--- config.mk ---
export PLATFORM = sky130hd
export DESIGN_NAME = exact_int_float_converter
export DESIGN_NICKNAME = d
export VERILOG_FILES = /design/src/rtl/eicf_pkg.sv /design/src/rtl/exact_int_float_converter.sv
export SDC_FILE = /design/constraint.sdc
export NUM_CORES = 1
export LEC_CHECK = 0
export ABC_AREA = 1
export BUFFER_PORTS_ARGS = -buffer_cell sky130_fd_sc_hd__buf_4
export CORE_MARGIN = 2
export CORE_UTILIZATION = 53
export CTS_BUF_LIST = sky130_fd_sc_hd__clkbuf_8
export DETAILED_ROUTE_END_ITERATION = 8
export PLACE_DENSITY = 0.77
export SYNTH_ARGS = -nofsm -noshare
export SYNTH_HDL_FRONTEND = slang
export SYNTH_SLANG_ARGS = --single-unit
--- constraint.sdc ---
create_clock -name clock -period 5.9 [get_ports clock]
set_input_delay 1.18 -clock clock [delete_from_list [all_inputs] [get_ports clock]]
set_output_delay 1.18 -clock clock [all_outputs]
set_load 0.005 [all_outputs]
--- src/rtl/eicf_pkg.sv ---
package eicf_pkg;

   localparam int WordWidth   = 32;
   localparam int ModeWidth   = 2;
   localparam int StatusWidth = 3;

   localparam logic [ModeWidth-1:0] MODE_INT_TO_FLOAT = 2'd0;
   localparam logic [ModeWidth-1:0] MODE_FLOAT_TO_INT = 2'd1;
   localparam logic [ModeWidth-1:0] MODE_POS_FINITE   = 2'd2;
   localparam logic [ModeWidth-1:0] MODE_RANGE        = 2'd3;

   localparam logic [StatusWidth-1:0] ST_OK        = 3'd0;
   localparam logic [StatusWidth-1:0] ST_TOO_LARGE = 3'd1;
   localparam logic [StatusWidth-1:0] ST_NEG_ZERO  = 3'd2;
   localparam logic [StatusWidth-1:0] ST_NEGATIVE  = 3'd3;
   localparam logic [StatusWidth-1:0] ST_NOT_FIN   = 3'd4;
   localparam logic [StatusWidth-1:0] ST_DENORMAL  = 3'd5;
   localparam logic [StatusWidth-1:0] ST_FRACTION  = 3'd6;

   localparam logic [31:0] SIGN_BIT  = 32'h8000_0000;
   localparam logic [31:0] EXP_FIELD = 32'h7f80_0000;
   localparam logic [7:0]  EXP_ONES  = 8'hff;
   localparam logic [4:0]  FRAC_BITS = 5'd23;
   localparam logic [7:0]  EXP_BIAS  = 8'd127;

   typedef struct packed {
      logic [WordWidth-1:0]   word;
      logic [StatusWidth-1:0] status;
      logic                   flag;
   } result_type;

   function automatic result_type encode_int(logic [31:0] v);
      result_type r;
      logic [4:0]  e;
      logic [23:0] sh;
      r = '0;
      e = '0;
      for (int i = 0; i < 24; i++) begin
         if (v[i]) e = 5'(i);
      end
      sh = v[23:0] << (FRAC_BITS - e);
      if (v[31:24] != 8'd0) begin
         r.status = ST_TOO_LARGE;
      end else if (v[23:0] != 24'd0) begin
         r.word = {1'b0, 8'({3'd0, e} + EXP_BIAS), sh[22:0]};
      end
      return r;
   endfunction

   function automatic result_type decode_float(logic [31:0] b);
      result_type  r;
      logic [7:0]  ex;
      logic [22:0] frac;
      logic [7:0]  ub;
      logic [4:0]  shamt;
      logic [22:0] mask;
      logic [23:0] mant;
      r     = '0;
      ex    = b[30:23];
      frac  = b[22:0];
      ub    = ex - EXP_BIAS;
      shamt = FRAC_BITS - ub[4:0];
      mask  = (23'd1 << shamt) - 23'd1;
      mant  = {1'b1, frac} >> shamt;
      if (b[31]) begin
         r.status = (ex == 8'd0 && frac == 23'd0) ? ST_NEG_ZERO : ST_NEGATIVE;
      end else if (ex == EXP_ONES) begin
         r.status = ST_NOT_FIN;
      end else if (ex == 8'd0) begin
         r.status = (frac == 23'd0) ? ST_OK : ST_DENORMAL;
      end else if (ex < EXP_BIAS) begin
         r.status = ST_FRACTION;
      end else if (ub > {3'd0, FRAC_BITS}) begin
         r.status = ST_TOO_LARGE;
      end else if ((frac & mask) != 23'd0) begin
         r.status = ST_FRACTION;
      end else begin
         r.word = {8'd0, mant};
      end
      return r;
   endfunction

endpackage

--- src/rtl/exact_int_float_converter.sv ---
// An accepted request is held in the input register; its result enters the result register
// once no result waits or rsp_ready takes it. Int-to-float is a leading-one search and one shift.
// Throughput: one request per cycle while no result waits or rsp_ready takes it.
// A waiting result still lets one new request into the input register, then req_ready drops.
// Reset: synchronous, active high; clears both valid flags, payload registers are not reset.
module exact_int_float_converter (
   input  logic                                clock,
   input  logic                                reset,
   input  logic                                req_valid,
   output logic                                req_ready,
   input  logic [eicf_pkg::ModeWidth-1:0]      req_mode,
   input  logic [eicf_pkg::WordWidth-1:0]      req_operand,
   input  logic [eicf_pkg::WordWidth-1:0]      req_limit,
   output logic                                rsp_valid,
   input  logic                                rsp_ready,
   output logic [eicf_pkg::WordWidth-1:0]      rsp_result_word,
   output logic [eicf_pkg::StatusWidth-1:0]    rsp_status,
   output logic                                rsp_test_true
);

   logic                              s1_valid_ff, s1_valid_in;
   logic [eicf_pkg::ModeWidth-1:0]    s1_mode_ff;
   logic [eicf_pkg::WordWidth-1:0]    s1_operand_ff;
   logic [eicf_pkg::WordWidth-1:0]    s1_limit_ff;
   logic                              s1_advance;

   logic                              rsp_valid_ff, rsp_valid_in;
   eicf_pkg::result_type              rsp_ff, rsp_in;

   assign s1_advance = s1_valid_ff && (!rsp_valid_ff || rsp_ready);
   assign req_ready  = !s1_valid_ff || s1_advance;

   always_comb begin
      s1_valid_in  = req_ready ? req_valid : s1_valid_ff;
      rsp_valid_in = s1_advance ? 1'b1 : (rsp_ready ? 1'b0 : rsp_valid_ff);
   end

   always_comb begin
      rsp_in = '0;
      unique case (s1_mode_ff)
         eicf_pkg::MODE_INT_TO_FLOAT: rsp_in = eicf_pkg::encode_int(s1_operand_ff);
         eicf_pkg::MODE_FLOAT_TO_INT: rsp_in = eicf_pkg::decode_float(s1_operand_ff);
         eicf_pkg::MODE_POS_FINITE: begin
            rsp_in.flag = (s1_operand_ff != '0) && (s1_operand_ff != eicf_pkg::SIGN_BIT)
                          && (s1_operand_ff < eicf_pkg::EXP_FIELD);
         end
         eicf_pkg::MODE_RANGE: begin
            rsp_in.flag = !s1_operand_ff[eicf_pkg::WordWidth-1]
                          && (s1_operand_ff <= s1_limit_ff);
         end
         default: rsp_in = '0;
      endcase
   end

   always_ff @(posedge clock) begin
      if (reset) begin
         s1_valid_ff  <= 1'b0;
         rsp_valid_ff <= 1'b0;
      end else begin
         s1_valid_ff  <= s1_valid_in;
         rsp_valid_ff <= rsp_valid_in;
      end
   end

   always_ff @(posedge clock) begin
      if (req_valid && req_ready) begin
         s1_mode_ff    <= req_mode;
         s1_operand_ff <= req_operand;
         s1_limit_ff   <= req_limit;
      end
      if (s1_advance) begin
         rsp_ff <= rsp_in;
      end
   end

   assign rsp_valid       = rsp_valid_ff;
   assign rsp_result_word = rsp_ff.word;
   assign rsp_status      = rsp_ff.status;
   assign rsp_test_true   = rsp_ff.flag;

endmodule

After elaboration in Yosys (flattened, before gate mapping)
Index checks and enable logic that the tools add are counted.

Add/sub/neg operators: 5. Order comparisons: 4. Equal/unequal tests: 5. Shifts and indexed selects: 3. Mux-type cells: 45. Bitwise operators: 1. Reduce and logical (&&, ||, !) cells: 20.

Operators with widths (number): 24-bit 2-to-1 mux (6); 5-bit 2-to-1 mux (23); 35-bit case mux with 2 select lines (1); 31-bit 2-to-1 mux (2); 32-bit less-or-equal comparator (1); 32-bit by 31-bit less-than comparator with 1-bit output, second input constant (1); 32-bit != test, second input constant (1); 32-bit nonzero test (1); 24-bit nonzero test (1); 24-bit by 5-bit << shifter with 23-bit output (1); 24-bit by 5-bit right shift with 24-bit output (1); 23-bit AND (1); 23-bit zero test (1); 23-bit nonzero test (1); 1-bit by 5-bit << shifter with 23-bit output, first input constant (1); 23-bit by 1-bit subtractor with 23-bit output, second input constant (1); 3-bit 2-to-1 mux (7); 5-bit subtractor, first input constant (2); 5-bit by 7-bit adder with 8-bit output, second input constant (1); 8-bit equality test, second input constant (1); 8-bit by 5-bit greater-than comparator with 1-bit output, second input constant (1); 8-bit zero test (1); 8-bit by 7-bit less-than comparator with 1-bit output, second input constant (1); 8-bit nonzero test (1); other kinds (11) (24).

Bits in registers: 104. Output and inout bits: 38. Word-level logic and storage cells: 91.

Depth between registers and ports, before layout
Depth after elaboration: 29. Gate-level depth with buffers: 32.

Least setup slack after synthesis
OpenSTA, ideal clock, no wires.

Path type: input to register. Start point: in rsp_ready. End point: reg rsp_ff, in the netlist rsp_result_word[0], enable pin. Setup time: 439 ps. Arrival time: 2951 ps. Setup slack: 2510 ps. Stages on the path: 2. Path through: inv_1 -> a21oi_1.

Longest elaborated chain between the ends: 2.

Ends and longest elaborated chain: start, declared (RTL line exact_int_float_converter.sv:15) `input logic rsp_ready,`; 1-bit logical OR (RTL line exact_int_float_converter.sv:30) `assign s1_advance = s1_valid_ff && (!rsp_valid_ff || rsp_ready);`; 1-bit logical AND (RTL line exact_int_float_converter.sv:30); end signal, assigned (RTL line exact_int_float_converter.sv:72) `rsp_ff <= rsp_in;`; end, declared (RTL line exact_int_float_converter.sv:28) `eicf_pkg::result_type rsp_ff, rsp_in;`.

Every way passes these cells. A chain may end at the register's enable or synchronous reset.

==> flow_metrics.tcl <==
set metrics [dict create \
    crit_fanout 18 \
    status "finished, final reports clean" \
    crit_required_ns 6.18 \
    io-pin-count 108 \
    critPathArrivalTime_ns 4.73 \
    root_buffer "clkbuf_8" \
    coreArea_um2 14400 \
    grtUsageTotal_pct 31.5 \
    clock_latency_ns 0.41 \
    dpl.hpwl_mm 19.4 \
    p_leak_nw 4.15 \
    drv_cap 0 \
    htree_levels 3 \
    ys_ff_latch 103 \
    hold_class "register to register" \
    grt_pass1_wl_mm 37.8 \
    muxShareOfSynthArea_pct 1.04 \
    synth.distinct_cells 51 \
    place_congestion 1.02 \
    drive_gt1_share_pct 15.9 \
    ys_seq_area_share_pct 39.7 \
    dieWidth_um 125 \
    synth-edff-count 101 \
    hold_viol_final 0 \
    post_cts_buffers 0 \
    ant_nets 0 \
    fin_crit_sh_pct 75.4 \
    synth_top_area_share_pct 39.2 \
    ys_top_cells_by_area "edfxtp_1 (39%), nand2_1 (13%), nand3_1 (8.9%)" \
    critPathCaptureType "register" \
    finalCriticalPeriod_ns 4.45 \
    wl_per_cell_um 18.8 \
    synthXorXnorAreaFrac_pct 0.647 \
    drv_slew 0 \
    drt-total-wl_mm 24.7 \
    cts_resized 0 \
    synth_top_family_by_area "simple AND/OR/NAND/NOR gates" \
    yosysMostFrequentCell "nand2_1" \
    grt.overflow.total 0 \
    antenna_found_initial 0 \
    final_core_util_pct 61.9 \
    ys_warn_count 0 \
    fin_hold_ws_ns 0.534 \
    irDropWorstVdd_mv 0.152 \
    antenna-diode-count 0 \
    powerDensity_nw_per_um2 206 \
    final-instance-count-excl-fill 1313 \
    cts_tree "done" \
    grt_pass1_vias 7020 \
    worst-slew-pin-transition_ns 1.13 \
    syn_area_um2 7740 \
    cts_buffers 9 \
    dp.cells 1297 \
    path_common_cell "nand2_1" \
    vias 7620 \
    netlist_top_cells_count "nand2_1 (264), nand3_1 (137), inv_1 (115)" \
    grt_max_degree 47 \
    netlist_instances 1034 \
    finalSetupTns_ns 0 \
    max_freq_mhz 225 \
    synth-simple-area-share_pct 30.9 \
    path_buf_inv 5 \
    path_delay_family "simple AND/OR/NAND/NOR gates" \
    synth_compound_area_share_pct 12.8 \
    setup_viol 0 \
    vias_per_cell 5.80 \
    cpPeakStageDelay_ns 0.53 \
    relSlewSlack_pct 24.2 \
    drc 0 \
    cts_hold_buf 0 \
    ctsLongestPathBuffers 2 \
    clock-skew-final_ns 0.0174 \
    numPortBuffers 106 \
    initialDrtViolationCount 872 \
    syn_avg_cell_area_um2 7.48 \
    initial_utilization_pct 53.8 \
    syn_to_final_growth_pct 14.9 \
    synthAdderAreaFrac_pct 6.63 \
    fin_nets 1235 \
    ys.flop_type "edfxtp_1" \
    crit_slowest_cell "edfxtp_1" \
    async_flop_share_pct 0 \
    die_y_um 125 \
    drt-pass1-iter-count 6 \
    row_count 44 \
    syn-num-nets 1145 \
    rsz0062_at_grt "false" \
    critical_path_class "register to register" \
    start_kind "register" \
    yosys.area.top_type "edfxtp_1" \
    clkTransAtPathRegs_ns 0.11 \
    cts.sinks 103 \
    dieArea_um2 15600 \
]
per-layer routing:
| metal | track usage [%] | vias up | part of all wire, % |
|---|---|---|---|
| met5 | 0 | - | 0 |
| met4 | 15.9 | 0 | 4.8 |
| met3 | 3.95 | 65 | 6.7 |
| met2 | 51.6 | 347 | 47 |
| met1 | 41.1 | 3500 | 41 |
| li1 | - | 3708 | - |
worst paths after layout:
kind	startpoint	endpoint	slack [ns]	cells after the start
worst max-delay path	s1_operand_ff[24]$_DFFE_PP_	rsp_result_word[7]$_DFFE_PP_	1.45	26
worst min-delay path	s1_valid_ff$_SDFFE_PP0N_	rsp_valid$_SDFFE_PP0P_	0.53	2
worst max register to register	s1_operand_ff[24]$_DFFE_PP_	rsp_result_word[7]$_DFFE_PP_	1.45	26
worst min register to register	s1_valid_ff$_SDFFE_PP0N_	rsp_valid$_SDFFE_PP0P_	0.53	2
where the power goes:
group	switching (mW)	leakage [nW]	internal, mW	total [mW]
registers	0.0341	1.03	0.842	0.876
logic	0.310	3.02	0.163	0.473
clock network	0.279	0.109	0.206	0.485
total	0.623	4.15	1.21	1.83
kinds of logic after synthesis:
| kind of cell | Yosys count |
|---|---|
| buffers and inverters | 164 |
| AND/OR/NAND/NOR | 540 |
| adder cells (fa/ha/maj) | 41 |
| XOR/XNOR | 4 |
| flip-flops | 103 |
| multiplexers | 8 |
| AO/OA/AOI/OAI | 173 |
| other | 1 |
stage by stage:
stage	total power, mW	cell area, µm²	setup WS [ns]
finish	1.83	8890	1.45
global route	1.91	8890	1.04
global placement	1.35	8680	1.67
CTS	1.83	8890	1.51
detailed placement	1.35	8680	1.55
floorplan	1.19	7740	2.51
flip-flops by register name, summed over array words and instances, names as in the netlist:
register / flops
s1_mode_ff: 2
rsp_status: 3
s1_limit_ff: 32
s1_valid_ff: 1
s1_operand_ff: 32
rsp_valid: 1
rsp_result_word: 31
rsp_test_true: 1
placed cells by master, fill, tap and decap left out, drive strengths merged, types with 5 or more instances in the layout:
cell | synthesis | final
a21oi | 45 | 45
nand2 | 272 | 272
o22ai | 9 | 9
edfxtp | 101 | 101
inv | 128 | 131
nand4 | 12 | 12
o211ai | 5 | 5
nor3 | 12 | 12
mux2i | 8 | 8
o21ai | 86 | 86
nor2 | 94 | 94
o221ai | 5 | 5
buf | 7 | 114
o2111ai | 6 | 6
nand3 | 141 | 141
clkbuf | 28 | 9
ha | 41 | 41
final cells by class:
type	instances	area [µm²]
fillers	1306	5480
multi-input cells	767	4040
flip-flops and latches	103	3070
repair buffers	114	856
inverters	129	484
well taps	184	230
clock buffers	9	124
clock inverters	7	88.8
tightest hold or removal path: stages (launching register included):
cell and delay (ns):
dfxtp_1 0.33, inv_1 0.10, a21oi_1 0.08
Note: power is estimated with default switching activity, not from simulation.
